**config.mk**
```make
export PLATFORM = sky130hd
export DESIGN_NAME = priority_round_robin_task_scheduler
export DESIGN_NICKNAME = d
export VERILOG_FILES = /design/src/design/prrs_pkg.sv /design/src/design/prrs_slot_ram.sv /design/src/design/prrs_pick.sv /design/src/design/priority_round_robin_task_scheduler.sv
export SDC_FILE = /design/constraint.sdc
export NUM_CORES = 1
export LEC_CHECK = 0
export BUFFER_PORTS_ARGS = -buffer_cell sky130_fd_sc_hd__buf_2
export CELL_PAD_IN_SITES_DETAIL_PLACEMENT = 2
export CELL_PAD_IN_SITES_GLOBAL_PLACEMENT = 2
export CORE_MARGIN = 8
export CORE_UTILIZATION = 37
export DETAILED_ROUTE_END_ITERATION = 12
export PLACE_DENSITY_LB_ADDON = 0.1
export SETUP_SLACK_MARGIN = 0.4
export SLEW_MARGIN = 10
export SYNTH_ARGS = -nofsm -noshare
export SYNTH_HDL_FRONTEND = slang
export SYNTH_SLANG_ARGS = --single-unit
```
**constraint.sdc**
```tcl
create_clock -name clk -period 17.5 [get_ports clk]
set_input_delay 5.25 -clock clk [delete_from_list [all_inputs] [get_ports clk]]
set_output_delay 5.25 -clock clk [all_outputs]
set_load 0.02 [all_outputs]
```
**src/design/prrs_pkg.sv**
```systemverilog
// shared types and constants for the priority round-robin task scheduler
// slot table layout, command and status codes, channel payload structs
// no dependencies
package prrs_pkg;

	localparam int NUM_TASKS = 8;
	localparam int IDX_W     = $clog2(NUM_TASKS);
	localparam int CNT_W     = $clog2(NUM_TASKS + 1);

	localparam int CMD_W     = 2;
	localparam int PRIO_W    = 8;
	localparam int DELAY_W   = 32;
	localparam int STAT_W    = 2;
	localparam int OUT_IDX_W = 3;

	localparam logic [CMD_W-1:0] CMD_CREATE = 2'd0;
	localparam logic [CMD_W-1:0] CMD_DELAY  = 2'd1;
	localparam logic [CMD_W-1:0] CMD_TICK   = 2'd2;

	localparam logic [STAT_W-1:0] ST_UNUSED  = 2'd0;
	localparam logic [STAT_W-1:0] ST_READY   = 2'd1;
	localparam logic [STAT_W-1:0] ST_RUNNING = 2'd2;
	localparam logic [STAT_W-1:0] ST_BLOCKED = 2'd3;

	typedef struct packed {
		logic [CMD_W-1:0]   cmd;
		logic [PRIO_W-1:0]  priority_req;
		logic [DELAY_W-1:0] ticks;
	} req_t;

	typedef struct packed {
		logic [OUT_IDX_W-1:0] running_task;
		logic                 switch_request;
		logic                 no_task_ready;
		logic [OUT_IDX_W-1:0] created_index;
		logic                 table_full;
	} rsp_t;

	typedef struct packed {
		logic [PRIO_W-1:0]  prio;
		logic [STAT_W-1:0]  status;
		logic [DELAY_W-1:0] delay;
	} slot_t;

	localparam int SLOT_W = $bits(slot_t);

	typedef struct packed {
		logic             valid;
		logic [IDX_W-1:0] addr;
		slot_t            ent;
	} pick_cand_t;

	typedef struct packed {
		logic             any;
		logic [IDX_W-1:0] win_addr;
		slot_t            win_ent;
	} pick_res_t;

endpackage

```
**src/design/prrs_slot_ram.sv**
```systemverilog
// generic single-write, single-read synchronous ram, registered read data
// holds the task slot table; no dependencies
module prrs_slot_ram #(
	parameter int WIDTH = 42,
	parameter int DEPTH = 8,
	parameter int AW    = $clog2(DEPTH)
) (
	input  logic             clk,
	input  logic             we,
	input  logic [AW-1:0]    waddr,
	input  logic [WIDTH-1:0] wdata,
	input  logic [AW-1:0]    raddr,
	output logic [WIDTH-1:0] rdata
);

	logic [WIDTH-1:0] mem [DEPTH];

	always_ff @(posedge clk) begin
		if (we) begin
			mem[waddr] <= wdata;
		end
	end

	always_ff @(posedge clk) begin
		rdata <= mem[raddr];
	end

endmodule

```
**src/design/prrs_pick.sv**
```systemverilog
// selection accumulator: keeps the best ready slot seen during a sweep
// strict compare in walk order gives round-robin among equal priorities; uses prrs_pkg
module prrs_pick import prrs_pkg::*; (
	input  logic       clk,
	input  logic       arst_n,
	input  logic       clear,
	input  pick_cand_t cand,
	output pick_res_t  res
);

	logic             any_q;
	logic [IDX_W-1:0] win_addr_q;
	slot_t            win_ent_q;
	logic             take;

	assign take = cand.valid && (cand.ent.status == ST_READY) &&
		(!any_q || (cand.ent.prio < win_ent_q.prio));

	always_ff @(posedge clk or negedge arst_n) begin
		if (!arst_n) begin
			any_q <= 1'b0;
		end else if (clear) begin
			any_q <= 1'b0;
		end else if (take) begin
			any_q <= 1'b1;
		end
	end

	always_ff @(posedge clk) begin
		if (!clear && take) begin
			win_addr_q <= cand.addr;
			win_ent_q  <= cand.ent;
		end
	end

	assign res.any      = any_q;
	assign res.win_addr = win_addr_q;
	assign res.win_ent  = win_ent_q;

endmodule

```
**src/design/priority_round_robin_task_scheduler.sv**
```systemverilog
// top level: priority task scheduler with round-robin among equal priorities
// create and unknown commands complete without a sweep; delay and tick sweep the slot ram
// one request at a time: req_ready is held low until the response is loaded; delay and tick
// do one read-modify-write sweep of the slot ram, one slot per cycle
// reset: async, clears control and fill count; ram is not cleared, slots at and above the
// fill count read as unused; uses prrs_pkg, prrs_slot_ram, prrs_pick
module priority_round_robin_task_scheduler import prrs_pkg::*; (
	input  logic clk,
	input  logic arst_n,
	input  logic req_valid,
	output logic req_ready,
	input  req_t req,
	output logic rsp_valid,
	input  logic rsp_ready,
	output rsp_t rsp
);

	localparam logic [2:0] S_IDLE  = 3'd0;
	localparam logic [2:0] S_SWEEP = 3'd1;
	localparam logic [2:0] S_LAST  = 3'd2;
	localparam logic [2:0] S_WIN   = 3'd3;
	localparam logic [2:0] S_DONE  = 3'd4;

	localparam logic [IDX_W-1:0] LAST_IDX = IDX_W'(NUM_TASKS - 1);

	logic [2:0]         state_q;
	logic [CMD_W-1:0]   cmd_q;
	logic [DELAY_W-1:0] ticks_q;
	logic [IDX_W-1:0]   cur_q;
	logic [CNT_W-1:0]   used_q;
	logic [IDX_W-1:0]   addr_q;
	logic [IDX_W-1:0]   cnt_q;
	logic               rd_valid_s1;
	logic [IDX_W-1:0]   rd_addr_s1;
	logic               sw_q;
	logic               idle_q;
	logic [IDX_W-1:0]   created_q;
	logic               full_q;
	logic               rsp_valid_q;
	rsp_t               rsp_q;

	logic               accept;
	logic               rsp_load;
	logic               full_now;
	logic [IDX_W-1:0]   start_addr;
	logic [IDX_W-1:0]   next_addr;
	logic               in_use_s1;
	slot_t              old_ent;
	slot_t              new_ent;
	logic [DELAY_W-1:0] dly_dec;
	logic               is_cur;
	logic               pick_clear;
	pick_cand_t         cand;
	pick_res_t          pres;

	logic               ram_we;
	logic [IDX_W-1:0]   ram_waddr;
	logic [SLOT_W-1:0]  ram_wdata;
	logic [SLOT_W-1:0]  ram_rdata;

	assign req_ready  = (state_q == S_IDLE);
	assign accept     = req_valid && req_ready;
	assign rsp_load   = (state_q == S_DONE) && (!rsp_valid_q || rsp_ready);
	assign full_now   = (used_q == CNT_W'(NUM_TASKS));
	assign start_addr = (cur_q == LAST_IDX) ? '0 : cur_q + IDX_W'(1);
	assign next_addr  = (addr_q == LAST_IDX) ? '0 : addr_q + IDX_W'(1);

	// read-modify of the slot returning from the ram
	assign in_use_s1 = (CNT_W'(rd_addr_s1) < used_q);
	assign old_ent   = in_use_s1 ? slot_t'(ram_rdata) : '0;
	assign is_cur    = (rd_addr_s1 == cur_q);
	assign dly_dec   = (old_ent.delay != '0) ? old_ent.delay - DELAY_W'(1) : old_ent.delay;

	always_comb begin
		new_ent = old_ent;
		unique case (cmd_q)
			CMD_DELAY: begin
				if (is_cur && old_ent.status != ST_UNUSED) begin
					new_ent.delay  = ticks_q;
					new_ent.status = ST_BLOCKED;
				end
			end
			CMD_TICK: begin
				new_ent.delay = dly_dec;
				if (old_ent.status == ST_BLOCKED && dly_dec == '0) begin
					new_ent.status = ST_READY;
				end
				if (is_cur && old_ent.status == ST_RUNNING) begin
					new_ent.status = ST_READY;
				end
			end
			default: begin
				new_ent = old_ent;
			end
		endcase
	end

	assign pick_clear = accept;
	assign cand.valid = rd_valid_s1;
	assign cand.addr  = rd_addr_s1;
	assign cand.ent   = new_ent;

	prrs_pick u_pick (
		.clk    (clk),
		.arst_n (arst_n),
		.clear  (pick_clear),
		.cand   (cand),
		.res    (pres)
	);

	// single write port: create at transfer, sweep write-back, winner update
	always_comb begin
		ram_we    = 1'b0;
		ram_waddr = rd_addr_s1;
		ram_wdata = SLOT_W'(new_ent);
		priority if (accept && req.cmd == CMD_CREATE && !full_now) begin
			ram_we    = 1'b1;
			ram_waddr = IDX_W'(used_q);
			ram_wdata = SLOT_W'({req.priority_req, ST_READY, DELAY_W'(0)});
		end else if (rd_valid_s1) begin
			ram_we    = in_use_s1;
			ram_waddr = rd_addr_s1;
			ram_wdata = SLOT_W'(new_ent);
		end else if (state_q == S_WIN && pres.any) begin
			ram_we    = 1'b1;
			ram_waddr = pres.win_addr;
			ram_wdata = SLOT_W'({pres.win_ent.prio, ST_RUNNING, pres.win_ent.delay});
		end else begin
			ram_we    = 1'b0;
		end
	end

	prrs_slot_ram #(
		.WIDTH (SLOT_W),
		.DEPTH (NUM_TASKS)
	) u_ram (
		.clk   (clk),
		.we    (ram_we),
		.waddr (ram_waddr),
		.wdata (ram_wdata),
		.raddr (addr_q),
		.rdata (ram_rdata)
	);

	always_ff @(posedge clk or negedge arst_n) begin
		if (!arst_n) begin
			state_q     <= S_IDLE;
			cur_q       <= '0;
			used_q      <= '0;
			rd_valid_s1 <= 1'b0;
			rsp_valid_q <= 1'b0;
		end else begin
			rd_valid_s1 <= (state_q == S_SWEEP);
			if (rsp_load) begin
				rsp_valid_q <= 1'b1;
			end else if (rsp_valid_q && rsp_ready) begin
				rsp_valid_q <= 1'b0;
			end
			unique case (state_q)
				S_IDLE: begin
					if (accept) begin
						if (req.cmd == CMD_DELAY || req.cmd == CMD_TICK) begin
							state_q <= S_SWEEP;
						end else begin
							state_q <= S_DONE;
						end
						if (req.cmd == CMD_CREATE && !full_now) begin
							used_q <= used_q + CNT_W'(1);
						end
					end
				end
				S_SWEEP: begin
					if (cnt_q == LAST_IDX) begin
						state_q <= S_LAST;
					end
				end
				S_LAST: begin
					state_q <= S_WIN;
				end
				S_WIN: begin
					cur_q   <= pres.any ? pres.win_addr : '0;
					state_q <= S_DONE;
				end
				S_DONE: begin
					if (rsp_load) begin
						state_q <= S_IDLE;
					end
				end
				default: begin
					state_q <= S_IDLE;
				end
			endcase
		end
	end

	always_ff @(posedge clk) begin
		rd_addr_s1 <= addr_q;
		if (accept) begin
			cmd_q     <= req.cmd;
			ticks_q   <= req.ticks;
			addr_q    <= start_addr;
			cnt_q     <= '0;
			sw_q      <= 1'b0;
			idle_q    <= 1'b0;
			full_q    <= (req.cmd == CMD_CREATE) && full_now;
			created_q <= (req.cmd == CMD_CREATE && !full_now) ? IDX_W'(used_q) : '0;
		end else if (state_q == S_SWEEP) begin
			addr_q <= next_addr;
			cnt_q  <= cnt_q + IDX_W'(1);
		end
		if (state_q == S_WIN) begin
			sw_q   <= pres.any ? (pres.win_addr != cur_q) : (cur_q != '0);
			idle_q <= !pres.any;
		end
		if (rsp_load) begin
			rsp_q.running_task   <= OUT_IDX_W'(cur_q);
			rsp_q.switch_request <= sw_q;
			rsp_q.no_task_ready  <= idle_q;
			rsp_q.created_index  <= OUT_IDX_W'(created_q);
			rsp_q.table_full     <= full_q;
		end
	end

	assign rsp_valid = rsp_valid_q;
	assign rsp       = rsp_q;

endmodule
```
==> results of run 1 <==
metrics by stage:
step	std cells	cell area, um^2	setup slack [ps]
CTS	2124	23400	9120
global route	2124	23400	8930
detailed placement	2022	21600	8490
global placement	2022	21600	8680
floorplan	1304	20500	6530
finish	2125	23400	9220
final timing paths:
kind / start / endpoint / slack, ps
max: req_valid / u_ram.mem[4][14] / 9220
min: created_q[2] / rsp[3] / 420
max reg2reg: used_q[2] / u_pick.res[9] / 11060
min reg2reg: created_q[2] / rsp[3] / 420
max in group asynchronous: arst_n / rd_valid_s1 / 12690
min in group asynchronous: arst_n / used_q[3] / 4540
cells in the mapped netlist (all sizes together), types with 10 or more instances:
cell      n
mux2     43
a21oi    41
nor3     32
nand3    19
mux4     84
dfxtp    48
a22oi    12
a31oi    15
o21ai    49
dfrtp    13
or3      14
nand2    98
a211oi   10
and3     10
clkbuf   55
xnor2    11
a221o    10
nor2     99
buf      13
edfxtp  431
inv      32
ha       23
and2     10
critical path, cell delays in order:
cell and delay (ps):
buf_2 110, nand2_1 230, inv_2 70, buf_4 350, nand3_1 190, buf_4 360, nor2_1 150, a221oi_1 550
and3_2 690, buf_4 540
metal layers:
metal | vias up | wire [um] | global-route usage (%)
met2 | 292 | 28500 | 30.6
li1 | 5279 | - | -
met5 | - | 13 | 0
met4 | 2 | 1500 | 5.62
met1 | 6491 | 28200 | 27.7
met3 | 99 | 3170 | 3.10
sequential cells by signal, summed over array words and instances (netlist names), 2 cells and up:
signal             count
u_pick.win_addr_q      3
u_pick.res            40
cur_q                  3
rsp                    9
cnt_q                  3
u_ram.rdata           42
u_ram.mem            336
used_q                 4
ticks_q               32
created_q              3
state_q                3
cmd_q                  2
addr_q                 3
rd_addr_s1             3
cell families after synthesis:
kind of cell    count (synthesis)
compound gates                203
mux                           129
simple gates                  337
xor+xnor                       18
buf+inv                       102
fa+ha+maj                      23
flops                         492
where the power goes:
| part | total (mW) | switching [mW] | leakage, nW | internal, mW |
|---|---|---|---|---|
| Clock | 1.13 | 0.478 | 0.853 | 0.649 |
| Sequential | 2.06 | 0.202 | 4.55 | 1.86 |
| Combinational | 1.90 | 1.25 | 2.52 | 0.643 |
| Total | 5.09 | 1.93 | 7.92 | 3.15 |
area by class of cell:
type | count | area, um^2 | area share [%]
sequential | 492 | 14200 | 60.8
multi-input combinational | 710 | 5920 | 25.3
clock buffer | 74 | 1470 | 6.27
tap | 704 | 881 | 3.76
timing repair buffer | 82 | 488 | 2.09
clock inverter | 28 | 284 | 1.21
inverter | 34 | 128 | 0.545
antenna | 1 | 2.50 | 0.0107
==> impl_metrics.toml, run 1 <==
[outcome]
outcome = "finished, final reports clean"

[layout]
final_cell_mix = "431 x edfxtp_1, 97 x nand2_1, 95 x nor2_1"
final_nets = 1444
utilization_pct = 42.6
drive_above_1_share_pct = 22.3
nFillCells = 5266
syn_to_final_growth_pct = 14.3
final_common_cell = "edfxtp_1"

[grt]
antenna_found_initial = 4
grt-ovfl-total = 0
grt_pass1_vias = 13055
grt_max_degree = 88
track_usage_pct = 19.4
grt_pass1_wl_um = 90900

[clock_tree]
clock_latency_ps = 620
cts_sinks = 492
htreeDepth = 2
cts_tree = "done"
cts_buffer_depth = 3
clk_pin_slew_ps = 60
cts_buffers = 55
cts_resized = 0
root_buffer = "clkbuf_16"
post_cts_buffers = 0
hold_buffers = 0

[yosys]
synthDistinctLibCells = 77
yosysTopAreaCellShare_pct = 63.2
synth_edf_count = 431
synthAdderAreaFrac_pct = 1.41
muxShareOfSynthArea_pct = 11.7
synth_top_cell_by_area = "edfxtp_1"
yosysSeqAreaShare_pct = 69.5
synth_compound_area_share_pct = 6.87
synth-seq-cells = 492
yosys_warnings = 0
synth_top_family_by_area = "multiplexers"
synth_ff_type = "edfxtp_1"
avgSynthCellArea_um2 = 15.7
synthTopCellsByArea = "edfxtp_1 63%, mux4_2 9.2%, dfxtp_1 4.7%"
synth-simple-area-share_pct = 7.86
synth_nets = 1373
async_reset_ff_share_pct = 2.64
syn_inst = 1304
netlist_area_mm2 = 0.0205
yosys.area_share.xor_xnor_pct = 0.770

[timing]
min_period_ps = 8280
fin_worst_skew_ps = 17.5
hold_viol_final = 0
tns_ps = 0
holdWs_ps = 421
slew-limit-headroom_pct = 15.9
tightestPinTransition_ps = 1250
fin_crit_sh_pct = 47.3
slew_viol_final = 0
grt_setup_unrepaired = "no"
clock.fmax_mhz = 121
setup_viol = 0

[routing]
drt-vias-per-instance = 5.72
route.detailed.drc = 0
drt_wl_total_um = 61300
detail_route.wl_per_cell_um = 28.8
drtAntennaViolNets = 0
dr.first_iter.drc_count = 1007
vias = 12163
drtPass1Iterations = 5

[worst_setup_path]
startpoint_type = "input port"
rr_worst_depth = 16
path_class = "in -> reg"
arrival_ps = 8530
crit_fanout = 45
crit_path_end_kind = "register"
required_ps = 17750

[power_and_ir_drop]
p_per_area_mw_per_mm2 = 217
max-vdd-ir-drop_mv = 0.103
leakage_nw = 7.92
p_total_mw = 5.09

[placement]
globalplace.congestion = 0.828
numPortBuffers = 56
place_hpwl_um = 38100

[floorplan]
die-area_mm2 = 0.0631
boundaryPins = 57
die_w_um = 251
rows = 86
coreArea_mm2 = 0.0549
start_util_pct = 37.3
die_h_um = 251

[min_path]
hp-class = "reg -> reg"
hold_depth = 0

[flow_run]
cap_viol_max_count = 0
Power figures use the tool's default switching activity.
==> inputs of run 2 (changes only) <==
- ABC_AREA: not set -> 1
- clock period: 17.5 -> 8.2 ns (I/O delays scaled with it)
==> run 2 against run 1 <==
Total power is 110% higher. Flip-flop and latch count stayed put. Core utilization is 0.71 points lower. Setup slack worse by 6600 ps. Sequential power is 100% higher. Synthesized cell count is 51% higher. Final cell count is 32% higher. Non-clock buffer count is 2 lower. Sequential share of layout area is 1.8 points lower. Count of clock-buffer cells in the layout is 2 higher. Clock skew is 0.81 ps lower. Design area is 3.0% higher. Largest cell class unchanged.
==> impl_metrics.toml, run 2 <==
[flow_run]
cap_viol_max_count = 0

[power_and_ir_drop]
max-vdd-ir-drop_mv = 0.602
p_total_mw = 10.7
leakage_nw = 8.56
internal-power_mw = 6.20
sw_frac_of_total_pct = 42.2
p_sw_mw = 4.52
power.share.sequential_pct = 38.8
clockPowerShare_pct = 21.8
comb_power_share_pct = 39.4
p_per_area_mw_per_mm2 = 445

[routing]
drt-vias-per-instance = 5.45
met2_wirelength_um = 36300
drtAntennaViolNets = 0
drt_wl_total_um = 68200
detail_route.wl_per_cell_um = 24.3
dr_wl_met3_um = 1840
top_layer = "met4"
drtPass1Iterations = 5
route.detailed.drc = 0
vias = 15268
dr.first_iter.drc_count = 727
wl_met1_um = 28100

[worst_setup_path]
required_ps = 8440
crit_path_end_kind = "register"
arrival_ps = 5840
path_class = "reg -> reg"
startpoint_type = "register"
crit_fanout = 52

[yosys]
synth_most_common_cell = "nor2_1"
yosys_warnings = 0
synth_ff_type = "edfxtp_1"
yosys-top-cells-count = "438 x nor2_1, 431 x edfxtp_1, 263 x o21ai_0, 202 x nand2_1, 86 x inv_1"
yosysTopAreaCellShare_pct = 60.5
syn_inst = 1970
synthTopCellsByArea = "edfxtp_1 61%, nor2_1 7.7%, o21ai_0 6.2%"
synth_nets = 2039
synth_top_cell_by_area = "edfxtp_1"
synth_edf_count = 431
avgSynthCellArea_um2 = 10.9
netlist_area_mm2 = 0.0214
synthDistinctLibCells = 51
synth-seq-cells = 492
async_reset_ff_share_pct = 2.64
yosysSeqAreaShare_pct = 66.5

[clock_tree]
cts_resized = 0
htreeDepth = 2
cts_sinks = 492
root_buffer = "clkbuf_16"
clock_latency_ps = 610
hold_buffers = 0
post_cts_buffers = 0
cts_buffers = 54
cts_tree = "done"
cts_buffer_depth = 3
clk_pin_slew_ps = 60

[layout]
final_nets = 2062
largest_register_ffs = 336
final_cell_mix = "431 x edfxtp_1, 428 x nor2_1, 263 x o21ai_0"
largest-register = "u_ram.mem"
final_cells = 2803
final_common_cell = "edfxtp_1"
utilization_pct = 41.9
drive_above_1_share_pct = 10.8
diodes = 0
syn_to_final_growth_pct = 12.7

[timing]
fin_worst_skew_ps = 16.7
hold_viol_final = 0
slew-limit-headroom_pct = 23.5
holdWs_ps = 422
fin_crit_sh_pct = 68.4
tns_ps = 0
grt_setup_unrepaired = "no"
clock.fmax_mhz = 178
slew_viol_final = 0
tightestPinTransition_ps = 1140
min_period_ps = 5610
setup_viol = 0

[placement]
place_hpwl_um = 45600
numPortBuffers = 56
globalplace.congestion = 0.832
dp_cells = 2702

[grt]
grt_max_degree = 173
grt_pass1_wl_um = 104000
grt-ovfl-total = 0
antenna_found_initial = 0
track_usage_pct = 20.4
grt_pass1_vias = 17059

[floorplan]
start_util_pct = 37.2
rows = 88
die-area_mm2 = 0.0658
die_w_um = 256
coreArea_mm2 = 0.0575
die_h_um = 256
boundaryPins = 57

[outcome]
outcome = "finished, final reports clean"

[min_path]
hp-class = "reg -> reg"
==> run 2: cell types whose count changed after synthesis, sizes merged, moves of 35 or more <==
cell and delta:
nor2 +351, o21ai +220, nand2 +113, mux4 -84, inv +59, o22ai +44, mux2 -43, a31oi +35
nand3 +35
==> run 2: worst paths after layout <==
check	start	endpoint	slack (ps)	cells past startpoint
worst max-delay path	used_q[2]	u_pick.res[13]	2590	23
worst min-delay path	full_q	rsp[0]	420	0
worst max register to register	used_q[2]	u_pick.res[13]	2590	23
worst min register to register	full_q	rsp[0]	420	0
max in group asynchronous	arst_n	used_q[0]	6170	1
min in group asynchronous	arst_n	used_q[2]	1760	1
==> run 2: logic make-up (layout without fill, tap and decap cells) <==
kind of cell / after synthesis / count (layout) / synth area share (%)
AOI/OAI and AO/OA: 484 / 484 / 13.2
buffers and inverters: 209 / 277 / 4.00
xor gates and xnor gates: 10 / 10 / 0.410
DFF: 492 / 492 / 66.5
adders and majority gates: 23 / 23 / 1.35
and+or+nand+nor: 752 / 752 / 14.5
==> run 2: power groups by stage <==
| stage | Sequential, mW | Combinational, mW | Clock [mW] |
|---|---|---|---|
| 2_1_floorplan | 4.07 | 2.68 | 0 |
| 3_3_place_gp | 4.18 | 4.16 | 0 |
| 3_5_place_dp | 4.21 | 4.33 | 0 |
| 4_1_cts | 4.16 | 4.36 | 2.41 |
| 5_1_grt | 4.21 | 4.72 | 2.49 |
| 6_report | 4.16 | 4.22 | 2.34 |
==> run 2: layout make-up <==
cell class              count  area (um^2)
flip-flops and latches    492        14200
clock buffers              76         1500
repair buffers             80          473
inverters                  96          363
multi-input cells        1269         6390
well taps                 765          957
fillers                  5987        33400
clock inverters            25          193
==> run 2: worst max-delay path: stages, from the launching register on <==
cell and delay, ps:
dfrtp_1 390, inv_1 100, ha_1 200, nand2_1 670, a21boi_4 460, buf_4 500, nand2_1 300, ha_1 330
nand2_1 170, nor2_4 90, nand2_1 100, o21ai_0 120, nand3_1 100, nand2_1 90, nor2_1 310, nand3_1 130
nor2_1 90, nand2_1 90, nand2_1 70, nand2_1 60, nand2_2 90, nand3_2 100, nor2_4 90, buf_4 510
==> run 2: through the flow <==
step,cell area [um^2],setup slack [ps]
after floorplan,21400,1090
after global placement,22400,2240
after detailed placement,22400,2070
after CTS,24100,2590
after global routing,24100,2130
final,24100,2590
==> run 2: layer usage <==
| layer | vias up | track usage, % |
|---|---|---|
| met3 | 95 | 2.72 |
| li1 | 7076 | - |
| met2 | 200 | 38.0 |
| met1 | 7897 | 23.9 |
| met4 | 0 | 6.55 |
| met5 | - | 0 |
